===== src/sv/ring_neighbor_exclusion_arbiter_assert.svh =====
// Assertion macros for the ring neighbour exclusion arbiter
`ifndef RING_NEIGHBOR_EXCLUSION_ARBITER_ASSERT_SVH
`define RING_NEIGHBOR_EXCLUSION_ARBITER_ASSERT_SVH

// same-cycle implication
`define RNEA_ASSERT_SAME(label, clk, rst, ante, cons) \
   label: assert property (@(posedge clk) disable iff (rst) (ante) |-> (cons)) \
      else $error("rnea assertion failed");

// next-cycle implication
`define RNEA_ASSERT_NEXT(label, clk, rst, ante, cons) \
   label: assert property (@(posedge clk) disable iff (rst) (ante) |=> (cons)) \
      else $error("rnea assertion failed");

`endif


===== src/sv/rnea_pkg.sv =====
// Types and constants shared by the ring neighbour exclusion arbiter
`timescale 1ns / 1ps
package rnea_pkg;

   localparam int MAX_SEATS_DEFAULT = 16;

   localparam int SEAT_W      = 4;
   localparam int COUNT_REG_W = 5;
   localparam int CSR_DATA_W  = 32;
   localparam int CSR_ADDR_W  = 3;

   localparam logic [COUNT_REG_W-1:0] SEAT_COUNT_RESET = 5'd5;

   // register index, taken from paddr above the byte offset
   localparam logic [CSR_ADDR_W-3:0] CSR_SEAT_COUNT = 1'b0;

   localparam logic ACTION_REQUEST = 1'b0;
   localparam logic ACTION_RELEASE = 1'b1;

   typedef enum logic [1:0] {
      SEAT_THINKING = 2'd0,
      SEAT_HUNGRY   = 2'd1,
      SEAT_EATING   = 2'd2
   } seat_state_type;

   typedef enum logic [1:0] {
      OP_HOLD,
      OP_MARK_HUNGRY,
      OP_MARK_THINKING,
      OP_TEST
   } cell_op_type;

   typedef enum logic [2:0] {
      ST_IDLE,
      ST_MARK,
      ST_TEST_SELF,
      ST_TEST_LEFT,
      ST_TEST_RIGHT,
      ST_FINISH
   } ctrl_state_type;

endpackage


===== src/sv/rnea_if.sv =====
// Request and response channel interfaces
`timescale 1ns / 1ps
interface rnea_req_if;
   logic                        valid;
   logic                        ready;
   logic                        action;
   logic [rnea_pkg::SEAT_W-1:0] seat;

   modport source (output valid, action, seat, input ready);
   modport sink   (input valid, action, seat, output ready);
endinterface

interface rnea_rsp_if;
   logic valid;
   logic ready;
   logic seat_granted;
   logic left_granted;
   logic right_granted;
   logic seat_invalid;

   modport source (output valid, seat_granted, left_granted, right_granted, seat_invalid,
                   input ready);
   modport sink   (input valid, seat_granted, left_granted, right_granted, seat_invalid,
                   output ready);
endinterface


===== src/sv/rnea_cell.sv =====
// One seat of the ring: holds its state and tests itself against its neighbours
`timescale 1ns / 1ps
module rnea_cell (
   input  logic                  clock,
   input  logic                  reset,
   input  rnea_pkg::cell_op_type op,
   input  logic                  sel,
   input  logic                  left_eat,
   input  logic                  right_eat,
   output logic                  eating,
   output logic                  granted
);

   rnea_pkg::seat_state_type state_ff;
   rnea_pkg::seat_state_type state_in;

   assign eating  = (state_ff == rnea_pkg::SEAT_EATING);
   assign granted = sel && (op == rnea_pkg::OP_TEST) &&
                    (state_ff == rnea_pkg::SEAT_HUNGRY) && !left_eat && !right_eat;

   always_comb begin
      state_in = state_ff;
      case (op)
         rnea_pkg::OP_MARK_HUNGRY: begin
            if (sel) state_in = rnea_pkg::SEAT_HUNGRY;
         end
         rnea_pkg::OP_MARK_THINKING: begin
            if (sel) state_in = rnea_pkg::SEAT_THINKING;
         end
         rnea_pkg::OP_TEST: begin
            if (granted) state_in = rnea_pkg::SEAT_EATING;
         end
         default: state_in = state_ff;
      endcase
   end

   always_ff @(posedge clock) begin
      if (reset) begin
         state_ff <= rnea_pkg::SEAT_THINKING;
      end else begin
         state_ff <= state_in;
      end
   end

endmodule


===== src/sv/rnea_ring.sv =====
// Row of seat cells with wrap-around at the active seat count
`timescale 1ns / 1ps
module rnea_ring #(
   parameter int MAX_SEATS = rnea_pkg::MAX_SEATS_DEFAULT
) (
   input  logic                         clock,
   input  logic                         reset,
   input  rnea_pkg::cell_op_type        op,
   input  logic [$clog2(MAX_SEATS)-1:0] target,
   input  logic [$clog2(MAX_SEATS)-1:0] last_idx,
   output logic                         grant
);

   `include "ring_neighbor_exclusion_arbiter_assert.svh"

   localparam int IDX_W = $clog2(MAX_SEATS);

   logic [MAX_SEATS-1:0] eat_vec;
   logic [MAX_SEATS-1:0] grant_vec;
   logic                 wrap_eat;

   // eating flag of the last active seat, left neighbour of seat 0
   assign wrap_eat = eat_vec[last_idx];
   assign grant    = |grant_vec;

   for (genvar i = 0; i < MAX_SEATS; i++) begin : g_cell
      localparam int NEXT = (i + 1) % MAX_SEATS;
      localparam int PREV = (i == 0) ? 0 : i - 1;
      logic left_eat;
      logic right_eat;

      if (i == 0) begin : g_first
         assign left_eat = wrap_eat;
      end else begin : g_rest
         assign left_eat = eat_vec[PREV];
      end

      assign right_eat = (IDX_W'(i) == last_idx) ? eat_vec[0] : eat_vec[NEXT];

      rnea_cell u_cell (
         .clock     (clock),
         .reset     (reset),
         .op        (op),
         .sel       (target == IDX_W'(i)),
         .left_eat  (left_eat),
         .right_eat (right_eat),
         .eating    (eat_vec[i]),
         .granted   (grant_vec[i])
      );
   end

   `RNEA_ASSERT_NEXT(a_test_adds_one_eater, clock, reset, (op == rnea_pkg::OP_TEST) && grant, $countones(eat_vec) == $past($countones(eat_vec)) + 1)
   `RNEA_ASSERT_NEXT(a_mark_adds_no_eater, clock, reset, (op == rnea_pkg::OP_MARK_HUNGRY) || (op == rnea_pkg::OP_MARK_THINKING), $countones(eat_vec) <= $past($countones(eat_vec)))

endmodule


===== src/sv/ring_neighbor_exclusion_arbiter.sv =====
// Top level: sequencer, register port and seat ring of the neighbour exclusion arbiter
//
//   channel  role     handshake          payload
//   req_chan input    valid/ready        action, seat
//   rsp_chan output   valid/ready        seat_granted, left_granted, right_granted, seat_invalid
//   csr_*    config   APB, pready high   seat_count at byte address 0
//
// One transaction at a time: a request marks the seat and tests it; a release marks the seat
// and then tests the left and the right neighbour; an out-of-range seat goes straight to the
// result. The sequencer drives one command into the cell row per cycle (mark, then one test per
// cycle). Synchronous reset sets every seat to thinking and seat_count to 5. A stalled result
// holds in the output register; the next request is taken once that register has been loaded.
`timescale 1ns / 1ps
module ring_neighbor_exclusion_arbiter #(
   parameter int MAX_SEATS = rnea_pkg::MAX_SEATS_DEFAULT
) (
   input  logic                                clock,
   input  logic                                reset,
   rnea_req_if.sink                            req_chan,
   rnea_rsp_if.source                          rsp_chan,
   input  logic                                csr_psel,
   input  logic                                csr_penable,
   input  logic                                csr_pwrite,
   input  logic [rnea_pkg::CSR_ADDR_W-1:0]     csr_paddr,
   input  logic [rnea_pkg::CSR_DATA_W-1:0]     csr_pwdata,
   output logic [rnea_pkg::CSR_DATA_W-1:0]     csr_prdata,
   output logic                                csr_pready
);

   `include "ring_neighbor_exclusion_arbiter_assert.svh"

   localparam int IDX_W   = $clog2(MAX_SEATS);
   localparam int COUNT_W = $clog2(MAX_SEATS + 1);
   localparam int CMP_W   = (COUNT_W > rnea_pkg::SEAT_W) ? COUNT_W : rnea_pkg::SEAT_W;

   rnea_pkg::ctrl_state_type state_ff, state_in;

   logic [rnea_pkg::COUNT_REG_W-1:0] seat_count_ff, seat_count_in;
   logic                             action_ff, action_in;
   logic [IDX_W-1:0]                 seat_idx_ff, seat_idx_in;
   logic                             invalid_ff, invalid_in;
   logic                             self_ff, self_in;
   logic                             left_ff, left_in;
   logic                             right_ff, right_in;

   logic rsp_valid_ff, rsp_valid_in;
   logic rsp_seat_granted_ff, rsp_seat_granted_in;
   logic rsp_left_granted_ff, rsp_left_granted_in;
   logic rsp_right_granted_ff, rsp_right_granted_in;
   logic rsp_seat_invalid_ff, rsp_seat_invalid_in;

   logic [COUNT_W-1:0]                 n_eff;
   logic [IDX_W-1:0]                   last_idx;
   logic [IDX_W-1:0]                   left_idx;
   logic [IDX_W-1:0]                   right_idx;
   logic [IDX_W-1:0]                   target;
   rnea_pkg::cell_op_type              cell_op;
   logic                               grant;
   logic                               csr_write;
   logic [rnea_pkg::CSR_ADDR_W-3:0]    csr_index;

   // register port
   assign csr_pready = 1'b1;
   assign csr_write  = csr_psel && csr_penable && csr_pwrite && csr_pready;
   assign csr_index  = csr_paddr[rnea_pkg::CSR_ADDR_W-1:2];
   assign csr_prdata = (csr_index == rnea_pkg::CSR_SEAT_COUNT) ?
                       {{(rnea_pkg::CSR_DATA_W - rnea_pkg::COUNT_REG_W){1'b0}}, seat_count_ff} :
                       '0;

   always_comb begin
      seat_count_in = seat_count_ff;
      if (csr_write && (csr_index == rnea_pkg::CSR_SEAT_COUNT)) begin
         seat_count_in = csr_pwdata[rnea_pkg::COUNT_REG_W-1:0];
      end
   end

   // ring geometry
   assign n_eff     = (int'(seat_count_ff) > MAX_SEATS) ? COUNT_W'(MAX_SEATS) :
                                                          COUNT_W'(seat_count_ff);
   assign last_idx  = IDX_W'(n_eff - COUNT_W'(1));
   assign left_idx  = (seat_idx_ff == '0) ? last_idx : seat_idx_ff - IDX_W'(1);
   assign right_idx = (seat_idx_ff == last_idx) ? '0 : seat_idx_ff + IDX_W'(1);

   assign req_chan.ready         = (state_ff == rnea_pkg::ST_IDLE);
   assign rsp_chan.valid         = rsp_valid_ff;
   assign rsp_chan.seat_granted  = rsp_seat_granted_ff;
   assign rsp_chan.left_granted  = rsp_left_granted_ff;
   assign rsp_chan.right_granted = rsp_right_granted_ff;
   assign rsp_chan.seat_invalid  = rsp_seat_invalid_ff;

   always_comb begin
      state_in             = state_ff;
      action_in            = action_ff;
      seat_idx_in          = seat_idx_ff;
      invalid_in           = invalid_ff;
      self_in              = self_ff;
      left_in              = left_ff;
      right_in             = right_ff;
      cell_op              = rnea_pkg::OP_HOLD;
      target               = seat_idx_ff;
      rsp_valid_in         = rsp_valid_ff && !rsp_chan.ready;
      rsp_seat_granted_in  = rsp_seat_granted_ff;
      rsp_left_granted_in  = rsp_left_granted_ff;
      rsp_right_granted_in = rsp_right_granted_ff;
      rsp_seat_invalid_in  = rsp_seat_invalid_ff;
      case (state_ff)
         rnea_pkg::ST_IDLE: begin
            if (req_chan.valid) begin
               action_in   = req_chan.action;
               seat_idx_in = IDX_W'(req_chan.seat);
               invalid_in  = CMP_W'(req_chan.seat) >= CMP_W'(n_eff);
               self_in     = 1'b0;
               left_in     = 1'b0;
               right_in    = 1'b0;
               state_in    = rnea_pkg::ST_MARK;
            end
         end
         rnea_pkg::ST_MARK: begin
            if (invalid_ff) begin
               state_in = rnea_pkg::ST_FINISH;
            end else if (action_ff == rnea_pkg::ACTION_REQUEST) begin
               cell_op  = rnea_pkg::OP_MARK_HUNGRY;
               state_in = rnea_pkg::ST_TEST_SELF;
            end else begin
               cell_op  = rnea_pkg::OP_MARK_THINKING;
               state_in = rnea_pkg::ST_TEST_LEFT;
            end
         end
         rnea_pkg::ST_TEST_SELF: begin
            cell_op  = rnea_pkg::OP_TEST;
            self_in  = grant;
            state_in = rnea_pkg::ST_FINISH;
         end
         rnea_pkg::ST_TEST_LEFT: begin
            cell_op  = rnea_pkg::OP_TEST;
            target   = left_idx;
            left_in  = grant;
            state_in = rnea_pkg::ST_TEST_RIGHT;
         end
         rnea_pkg::ST_TEST_RIGHT: begin
            cell_op  = rnea_pkg::OP_TEST;
            target   = right_idx;
            right_in = grant;
            state_in = rnea_pkg::ST_FINISH;
         end
         rnea_pkg::ST_FINISH: begin
            if (!rsp_valid_ff || rsp_chan.ready) begin
               rsp_valid_in         = 1'b1;
               rsp_seat_granted_in  = self_ff;
               rsp_left_granted_in  = left_ff;
               rsp_right_granted_in = right_ff;
               rsp_seat_invalid_in  = invalid_ff;
               state_in             = rnea_pkg::ST_IDLE;
            end
         end
         default: state_in = rnea_pkg::ST_IDLE;
      endcase
   end

   always_ff @(posedge clock) begin
      if (reset) begin
         state_ff      <= rnea_pkg::ST_IDLE;
         rsp_valid_ff  <= 1'b0;
         seat_count_ff <= rnea_pkg::SEAT_COUNT_RESET;
      end else begin
         state_ff      <= state_in;
         rsp_valid_ff  <= rsp_valid_in;
         seat_count_ff <= seat_count_in;
      end
   end

   always_ff @(posedge clock) begin
      action_ff            <= action_in;
      seat_idx_ff          <= seat_idx_in;
      invalid_ff           <= invalid_in;
      self_ff              <= self_in;
      left_ff              <= left_in;
      right_ff             <= right_in;
      rsp_seat_granted_ff  <= rsp_seat_granted_in;
      rsp_left_granted_ff  <= rsp_left_granted_in;
      rsp_right_granted_ff <= rsp_right_granted_in;
      rsp_seat_invalid_ff  <= rsp_seat_invalid_in;
   end

   rnea_ring #(
      .MAX_SEATS (MAX_SEATS)
   ) u_ring (
      .clock    (clock),
      .reset    (reset),
      .op       (cell_op),
      .target   (target),
      .last_idx (last_idx),
      .grant    (grant)
   );

   `RNEA_ASSERT_SAME(a_invalid_grants_none, clock, reset, rsp_valid_ff && rsp_seat_invalid_ff, !rsp_seat_granted_ff && !rsp_left_granted_ff && !rsp_right_granted_ff)
   `RNEA_ASSERT_SAME(a_request_or_release, clock, reset, rsp_valid_ff && rsp_seat_granted_ff, !rsp_left_granted_ff && !rsp_right_granted_ff)

endmodule


===== src/flat_wrapper.sv =====
// flat-port wrapper written by rule: the top's interface ports become plain ports
module ring_neighbor_exclusion_arbiter_flat 
#(
   parameter int MAX_SEATS = rnea_pkg::MAX_SEATS_DEFAULT
)
  (clock, reset, csr_psel, csr_penable, csr_pwrite, csr_paddr, csr_pwdata, csr_prdata, csr_pready, req_chan_valid, req_chan_action, req_chan_seat, req_chan_ready, rsp_chan_valid, rsp_chan_seat_granted, rsp_chan_left_granted, rsp_chan_right_granted, rsp_chan_seat_invalid, rsp_chan_ready);
  rnea_req_if req_chan_i ();
  rnea_rsp_if rsp_chan_i ();
  input  logic clock;
  input  logic reset;
  input  logic csr_psel;
  input  logic csr_penable;
  input  logic csr_pwrite;
  input  logic [rnea_pkg::CSR_ADDR_W-1:0] csr_paddr;
  input  logic [rnea_pkg::CSR_DATA_W-1:0] csr_pwdata;
  output logic [rnea_pkg::CSR_DATA_W-1:0] csr_prdata;
  output logic csr_pready;
  input wire logic [$bits(req_chan_i.valid)-1:0] req_chan_valid;
  input wire logic [$bits(req_chan_i.action)-1:0] req_chan_action;
  input wire logic [$bits(req_chan_i.seat)-1:0] req_chan_seat;
  output wire logic [$bits(req_chan_i.ready)-1:0] req_chan_ready;
  output wire logic [$bits(rsp_chan_i.valid)-1:0] rsp_chan_valid;
  output wire logic [$bits(rsp_chan_i.seat_granted)-1:0] rsp_chan_seat_granted;
  output wire logic [$bits(rsp_chan_i.left_granted)-1:0] rsp_chan_left_granted;
  output wire logic [$bits(rsp_chan_i.right_granted)-1:0] rsp_chan_right_granted;
  output wire logic [$bits(rsp_chan_i.seat_invalid)-1:0] rsp_chan_seat_invalid;
  input wire logic [$bits(rsp_chan_i.ready)-1:0] rsp_chan_ready;
  assign req_chan_i.valid = req_chan_valid;
  assign req_chan_i.action = req_chan_action;
  assign req_chan_i.seat = req_chan_seat;
  assign req_chan_ready = req_chan_i.ready;
  assign rsp_chan_valid = rsp_chan_i.valid;
  assign rsp_chan_seat_granted = rsp_chan_i.seat_granted;
  assign rsp_chan_left_granted = rsp_chan_i.left_granted;
  assign rsp_chan_right_granted = rsp_chan_i.right_granted;
  assign rsp_chan_seat_invalid = rsp_chan_i.seat_invalid;
  assign rsp_chan_i.ready = rsp_chan_ready;
  ring_neighbor_exclusion_arbiter #(.MAX_SEATS(MAX_SEATS)) u_core (.clock(clock), .reset(reset), .req_chan(req_chan_i), .rsp_chan(rsp_chan_i), .csr_psel(csr_psel), .csr_penable(csr_penable), .csr_pwrite(csr_pwrite), .csr_paddr(csr_paddr), .csr_pwdata(csr_pwdata), .csr_prdata(csr_prdata), .csr_pready(csr_pready));
endmodule

===== config.mk =====
export PLATFORM = sky130hd
export DESIGN_NAME = ring_neighbor_exclusion_arbiter_flat
export DESIGN_NICKNAME = d
export VERILOG_FILES = /design/src/sv/rnea_pkg.sv /design/src/sv/rnea_if.sv /design/src/sv/rnea_cell.sv /design/src/sv/rnea_ring.sv /design/src/sv/ring_neighbor_exclusion_arbiter.sv /design/src/flat_wrapper.sv
export VERILOG_INCLUDE_DIRS = /design/src /design/src/sv
export SDC_FILE = /design/constraint.sdc
export NUM_CORES = 1
export LEC_CHECK = 0
export BUFFER_PORTS_ARGS = -buffer_cell sky130_fd_sc_hd__buf_2
export CAP_MARGIN = 30
export CORE_UTILIZATION = 35
export DETAILED_ROUTE_END_ITERATION = 12
export PLACE_DENSITY = 0.63
export SLEW_MARGIN = 20
export SYNTH_ARGS = -nofsm -noshare
export SYNTH_HDL_FRONTEND = slang
export SYNTH_HIERARCHICAL = 1
export SYNTH_SLANG_ARGS = --single-unit

===== constraint.sdc =====
create_clock -name clock -period 5.5 [get_ports clock]
set_clock_uncertainty 0.15 [all_clocks]
set_input_delay 0.55 -clock clock [delete_from_list [all_inputs] [get_ports clock]]
set_output_delay 0.55 -clock clock [all_outputs]
set_load 0.02 [all_outputs]

* Word level (Yosys, flattened, before mapping)
Index checks and enable logic that the tools add are counted.
** Storage, ports and cells
- Output and inout port bits :: 39
- Word-level logic and storage cells :: 391
- Input port bits :: 47
- Register bits after elaboration :: 54
** Cells by class
- Equal/unequal tests :: 120
- Magnitude comparators :: 3
- Bitwise gates (word level) :: 1
- Reductions and logical operators :: 135
- Add/sub/neg operators :: 3
- Mux-type cells :: 100
** Operators by type and width (number)
- $mux 2 :: 50
- $ne 2x1->1 const B :: 49
- $pmux 2 s3 :: 16
- $logic_and 1x1->1 :: 68
- $reduce_and 4->1 :: 16
- $eq 2x2->1 const B :: 18
- $eq 2x1->1 const B :: 17
- $logic_not 1->1 :: 33
- $eq 4x4->1 const B :: 8
- $eq 4x4->1 const A :: 7
- $mux 1 :: 20
- $eq 3x4->1 const A :: 4
- $eq 4x3->1 const B :: 4
- $reduce_or 16->1 :: 1
- $pmux 3 s5 :: 1
- $logic_not 4->1 :: 3
- $reduce_and 2->1 :: 6
- $mux 5 :: 2
- $mux 3 :: 3
- $eq 2x4->1 const A :: 2
- $eq 4x2->1 const B :: 2
- $mux 4 :: 2
- $pmux 4 s2 :: 1
- $sub 4x1->4 const B :: 2
- 21 further kinds :: 27

* Longest topological paths before layout
- Depth after elaboration :: 13
- Depth in mapped cells :: 18
- Mapped depth without buffers :: 17

* Hierarchy
Netlist, hierarchy kept.
** Modules (own cells, without submodules)
- rnea_cell :: instances 16, seq. area each 40.0 um^2, cells each 15, area each 122.6 um^2
- ring_neighbor_exclusion_arbiter :: instances 1, seq. area each 570.5 um^2, cells each 179, area each 1586.5 um^2
- rnea_ring :: instances 1, seq. area each 0.0 um^2, cells each 75, area each 546.8 um^2

* Worst setup path before layout
Ideal clock, no wire load.
- Path type :: reg2reg
- Start :: register u_core.state_ff[0]
- End :: register u_core.self_ff, data pin
- Data required time :: 5193 ps
- Setup slack :: 1427 ps
- Arrival :: 3765 ps
- Cell stages (with the launch flop) :: 11
- Clock period less this slack :: 4073 ps
- Setup time :: 157 ps
- Path buffers :: 1
- Cell sequence :: dfxtp_1 clkbuf_1 a31oi_1 o21ai_1 nand2_1 or3_1 inv_1 nor4_1 nand4_1 nand2_1 nor3_1
** On the way
- Longest elaborated chain between the ends :: 10
- Elaborated cells on any way between the ends :: 91
- Those cells by class :: 20 x eq/ne; 3 x mux; 68 x reduce/logical
** Ends and longest elaborated chain
- from (decl) :: RTL line ring_neighbor_exclusion_arbiter.sv:36 : rnea_pkg::ctrl_state_type state_ff, state_in;
- from (signal assigned) :: RTL line ring_neighbor_exclusion_arbiter.sv:162 : state_ff <= rnea_pkg::ST_IDLE;
- from (signal assigned) :: RTL line ring_neighbor_exclusion_arbiter.sv:166 : state_ff <= state_in;
- $eq 3x2->1 or $eq 3x3->1 (tied branches) :: RTL line ring_neighbor_exclusion_arbiter.sv:106 : case (state_ff)
- $reduce_or 3->1 (no source line)
- $pmux 2 s2 (*) :: RTL line ring_neighbor_exclusion_arbiter.sv:106
- via u_core.cell_op[1] :: RTL line ring_neighbor_exclusion_arbiter.sv:57 : rnea_pkg::cell_op_type cell_op;
- $eq 2x2->1 (*) :: RTL line rnea_cell.sv:18 : assign granted = sel && (op == rnea_pkg::OP_TEST) &&
- $logic_and 1x1->1 (*) (2 in series) :: RTL line rnea_cell.sv:18
- $logic_and 1x1->1 (*) (2 in series) :: RTL line rnea_cell.sv:19 : (state_ff == rnea_pkg::SEAT_HUNGRY) && !left_eat && !right_eat;
- via u_core.u_ring.grant_vec[3] :: RTL line rnea_ring.sv:19 : logic [MAX_SEATS-1:0] grant_vec;
- $reduce_or 16->1 (*) :: RTL line rnea_ring.sv:24 : assign grant = |grant_vec;
- via u_core.grant :: RTL line ring_neighbor_exclusion_arbiter.sv:58 : logic grant;
- $pmux 1 s2 (*) :: RTL line ring_neighbor_exclusion_arbiter.sv:106
- to (signal assigned) :: RTL line ring_neighbor_exclusion_arbiter.sv:176 : self_ff <= self_in;
- to (decl) :: RTL line ring_neighbor_exclusion_arbiter.sv:42 : logic self_ff, self_in;
Mark *: on every way through the listed nets, which the timed path passes. The rest lies on a longest branch.
A chain may end at the register's enable or synchronous reset.

* Worst setup path in the final report
- Start :: register u_core/seat_count_ff[4] (netlist bit)
- End :: register u_core.left_ff, data pin
** On the way
- Longest elaborated chain between the ends :: 13
- Elaborated cells on any way between the ends :: 137
- Those cells by class :: 1 x add/sub; 1 x order compare; 30 x eq/ne; 22 x mux; 83 x reduce/logical
** Ends and longest elaborated chain
- from (decl) :: RTL line ring_neighbor_exclusion_arbiter.sv:38 : logic [rnea_pkg::COUNT_REG_W-1:0] seat_count_ff, seat_count_in;
- from (signal assigned) :: RTL line ring_neighbor_exclusion_arbiter.sv:164 : seat_count_ff <= rnea_pkg::SEAT_COUNT_RESET;
- from (signal assigned) :: RTL line ring_neighbor_exclusion_arbiter.sv:168 : seat_count_ff <= seat_count_in;
- $gt 5x5->1 (*) :: RTL line ring_neighbor_exclusion_arbiter.sv:78 : assign n_eff = (int'(seat_count_ff) > MAX_SEATS) ? COUNT_W'(MAX_SEATS) :
- $mux 5 (*) :: RTL line ring_neighbor_exclusion_arbiter.sv:78
- $sub 4x1->4 (*) :: RTL line ring_neighbor_exclusion_arbiter.sv:80 : assign last_idx = IDX_W'(n_eff - COUNT_W'(1));
- via u_core.last_idx[0] :: RTL line ring_neighbor_exclusion_arbiter.sv:53 : logic [IDX_W-1:0] last_idx;
- $eq 4x4->1 :: RTL line ring_neighbor_exclusion_arbiter.sv:82 : assign right_idx = (seat_idx_ff == last_idx) ? '0 : seat_idx_ff + IDX_W'(1);
- $mux 4 :: RTL line ring_neighbor_exclusion_arbiter.sv:82
- $pmux 4 s2 (*) :: RTL line ring_neighbor_exclusion_arbiter.sv:106
- via u_core.target[0] :: RTL line ring_neighbor_exclusion_arbiter.sv:56 : logic [IDX_W-1:0] target;
- $eq 4x3->1 (*) :: RTL line rnea_ring.sv:44 : .sel (target == IDX_W'(i)),
- $logic_and 1x1->1 (*) (2 in series) :: RTL line rnea_cell.sv:18
- $logic_and 1x1->1 (*) (2 in series) :: RTL line rnea_cell.sv:19
- via u_core.u_ring.grant_vec[5] :: RTL line rnea_ring.sv:19
- $reduce_or 16->1 (*) :: RTL line rnea_ring.sv:24
- via u_core.grant :: RTL line ring_neighbor_exclusion_arbiter.sv:58
- $pmux 1 s2 (*) :: RTL line ring_neighbor_exclusion_arbiter.sv:106
- to (signal assigned) :: RTL line ring_neighbor_exclusion_arbiter.sv:177 : left_ff <= left_in;
- to (decl) :: RTL line ring_neighbor_exclusion_arbiter.sv:43 : logic left_ff, left_in;
Mark *: on every way through the listed nets, which the timed path passes. The rest lies on a longest branch. The select of a mux whose other input is x is not followed.

==> flow_metrics.env <==
export IMPL_hp_class="reg -> reg"
export IMPL_synth_area_leader_cell="dfxtp_1"
export IMPL_insertion_delay_ns=0.30
export IMPL_power_w=0.001108
export IMPL_port_buffers=28
export IMPL_syn_cell_area_um2=4095
export IMPL_nets=573
export IMPL_grt_usage=0.1595
export IMPL_antenna_found_initial=0
export IMPL_place_hpwl_mm=6.718
export IMPL_synth_distinct_cells=51
export IMPL_crit_top_cell="inv_1"
export IMPL_start_kind="register"
export IMPL_fillers=1151
export IMPL_critPathKind="reg -> reg"
export IMPL_rr_endpoint="u_core/left_ff$_SDFFCE_PN0P_"
export IMPL_cts_tree="yes"
export IMPL_cts_setup_buffers=0
export IMPL_synth_seq_cells=54
export IMPL_grt_setup_unrepaired="false"
export IMPL_yosys_top_cells_count="inv_1 (43), dfxtp_1 (41), buf_4 (28), nand2_1 (26), o21ai_0 (26)"
export IMPL_wire_per_inst_um=13.96
export IMPL_drv_cap=0
export IMPL_crit_buf_inv=3
export IMPL_cts_root_buf="clkbuf_16"
export IMPL_fin_tns_setup_ns=0
export IMPL_period_needed_ns=4.488
export IMPL_hold_viol=0
export IMPL_worstPathArrival_ns=4.40
export IMPL_cts_hold_buf=0
export IMPL_ff2ff_path_depth=17
export IMPL_relSlewSlack=0.4423
export IMPL_async_flop_share=0
export IMPL_max_freq_mhz=222.8
export IMPL_overflow=0
export IMPL_clkSinkCount=54
export IMPL_ant_nets=0
export IMPL_drc=0
export IMPL_whs_path_depth=0
export IMPL_cts_buffers=5
export IMPL_gp_congestion=0.8136
export IMPL_powerDensity_nw_per_um2=249.9
export IMPL_synth_seq_area_share=0.2958
export IMPL_grt_pass1_wl_mm=15.48
export IMPL_coreArea_um2=11420
export IMPL_synth_area_leaders="dfxtp_1 (20%), edfxtp_1 (9.5%), buf_4 (5.1%)"
export IMPL_crit_fanout=13
export IMPL_grt_pass1_vias=3371
export IMPL_hold_start="u_core/self_ff$_SDFFCE_PN0P_"
export IMPL_via_per_inst=5.335
export IMPL_htreeDepth=2
export IMPL_r2r_start="u_core/seat_count_ff[4]$_SDFFE_PP0P_"
export IMPL_start_util=0.3586
export IMPL_status="completed"
export IMPL_first_pass_iters=4
export IMPL_clk_path_buf_depth=2
export IMPL_setup_viol=0
export IMPL_cp_top_family="simple AND/OR/NAND/NOR gates"
export IMPL_worst_hold_path_endpoint="u_core/rsp_chan.seat_granted$_DFFE_PP_"
export IMPL_critPathRequiredTime_ns=5.41
export IMPL_synth_edf_count=13
export IMPL_placementRows=39
export IMPL_drive_above_1_share=0.1365
export IMPL_netlist_area_leader_share=0.2004
export IMPL_synthToLayoutAreaGrowth_pct=8.249
export IMPL_tightest_slew_ns=0.8334
export IMPL_vdd_ir_drop_worst_mv=0.1716
export IMPL_slowest_delay_ns=0.53
export IMPL_cts_resized=0
export IMPL_antenna_cells=0
export IMPL_dieArea_um2=12140
export IMPL_yosys_warnings=6
export IMPL_fin_crit_sh=0.8160
export IMPL_num_vias=3537
export IMPL_crit_path_end_kind="register"
export IMPL_grt_max_degree=42
export IMPL_slowest_stage="nor4_1"
export IMPL_die_w_um=110.2
export IMPL_avgSynthCellArea_um2=8.290
export IMPL_startpoint="u_core/seat_count_ff[4]$_SDFFE_PP0P_"
export IMPL_r2r_slack_ns=1.01
export IMPL_dieHeight_um=110.2
export IMPL_crit_chain="nor2b_1 -> inv_1 -> ha_1 -> xnor2_1 -> a221o_1 -> a211o_1 -> nor2_2 -> o311ai_1 -> buf_4 -> nand2b_1 -> nor2_1 -> nand2_1 -> or3_1 -> inv_1 -> nor4_1 -> nand4_1 -> and2_1"
export IMPL_clkTransAtPathRegs_ns=0.08
export IMPL_synth_most_common_cell="inv_1"
export IMPL_p_leak_nw=1.681
export IMPL_drt_wl_total_mm=9.254
export IMPL_synth_top_flop_cell="dfxtp_1"
export IMPL_slew_violations=0
export IMPL_drt_iter0_markers=227
export IMPL_synth_cells=494
export IMPL_ios=86
[state kept, by name (all words and copies together), names as in the netlist]
name and flops:
u_core/rsp_chan.right_granted 1, u_core/rsp_chan.left_granted 1, u_core/state_ff 3, u_core/u_ring/g_cell.u_cell/state_ff 32, u_core/left_ff 1, u_core/invalid_ff 1, u_core/rsp_chan.seat_granted 1, u_core/rsp_chan.seat_invalid 1
u_core/rsp_chan.valid 1, u_core/self_ff 1, u_core/right_ff 1, u_core/seat_count_ff 5, u_core/action_ff 1, u_core/seat_idx_ff 4
[metal layers]
| layer | vias to the layer above | wire length, um | global-route usage |
|---|---|---|---|
| li1 | 1766 | - | - |
| met1 | 1702 | 4353 | 0.2019 |
| met2 | 64 | 4517 | 0.2844 |
| met3 | 5 | 293 | 0.01999 |
| met4 | 0 | 89 | 0.04323 |
| met5 | - | 0 | 0 |
[report_power, final]
group	internal [W]	total (W)	switching, W
combinational	0.000113	0.000322	0.000209
sequential	0.000428	0.000454	0.0000261
clock	0.000173	0.000331	0.000158
[worst max path at each step]
stage | slack, ns | depth (start not counted) | end
after floorplan | 1.43 | 10 | u_core/self_ff$_SDFFCE_PN0P_
after global placement | 0.80 | 14 | u_core/right_ff$_SDFFCE_PN0P_
after detailed placement | 0.72 | 14 | u_core/right_ff$_SDFFCE_PN0P_
after CTS | 0.68 | 16 | u_core/self_ff$_SDFFCE_PN0P_
after global routing | 0.61 | 17 | u_core/self_ff$_SDFFCE_PN0P_
final | 1.01 | 17 | u_core/left_ff$_SDFFCE_PN0P_
[worst reg2reg max path, stage by stage (launching register included)]
cell and delay, ns:
dfxtp_1 0.50, nor2b_1 0.12, inv_1 0.39, ha_1 0.33, xnor2_1 0.12, a221o_1 0.30, a211o_1 0.35, nor2_2 0.17
o311ai_1 0.10, buf_4 0.18, nand2b_1 0.20, nor2_1 0.10, nand2_1 0.10, or3_1 0.14, inv_1 0.05, nor4_1 0.53
nand4_1 0.23, and2_1 0.19
[final cells by class]
cell class / count / area [um2] / area share
clock buffer: 5 / 125.1 / 0.02822
clock inverter: 3 / 26.28 / 0.005927
inverter: 45 / 168.9 / 0.03810
multi-input combinational: 381 / 2552 / 0.5758
sequential: 54 / 1211 / 0.2732
tap: 143 / 178.9 / 0.04036
timing repair buffer: 32 / 170.2 / 0.03839
[metrics by stage]
step | cell area, um2 | std cells | util | setup WS [ns] | hold WS [ns]
detailed placement | 4274 | 654 | 0.3743 | 0.7206 | 0.2545
global route | 4433 | 663 | 0.3882 | 0.6106 | 0.2630
CTS | 4425 | 662 | 0.3876 | 0.6779 | 0.2703
global placement | 4274 | 654 | 0.3743 | 0.8027 | 0.2530
floorplan | 4193 | 520 | - | 1.427 | 0.2503
finish | 4433 | 663 | 0.3882 | 1.012 | 0.2714
[cells in the final DEF, fill, tap and decap left out, drive strengths merged, types with 17 or more instances in the layout]
master / Yosys / layout
conb: 2 / 28
nor2: 25 / 25
a211oi: 17 / 17
nor3: 20 / 20
buf: 35 / 31
o21ai: 30 / 30
a21oi: 23 / 23
xnor2: 19 / 19
nor2b: 25 / 25
nand3b: 19 / 19
nand2: 26 / 26
dfxtp: 41 / 41
inv: 45 / 47
[kinds of logic (layout without fill, tap and decap cells)]
| family | after synthesis | in the layout | synth area share |
|---|---|---|---|
| adders and majority gates | 7 | 7 | 0.02139 |
| DFF | 54 | 54 | 0.2958 |
| AOI/OAI and AO/OA | 127 | 127 | 0.2194 |
| xor gates and xnor gates | 20 | 20 | 0.04277 |
| buffers and inverters | 85 | 85 | 0.1085 |
| other | 2 | 28 | 0.001834 |
| and+or+nand+nor | 180 | 180 | 0.2456 |
| muxes | 19 | 19 | 0.06477 |
No activity file was read; power rests on OpenSTA's default activity.
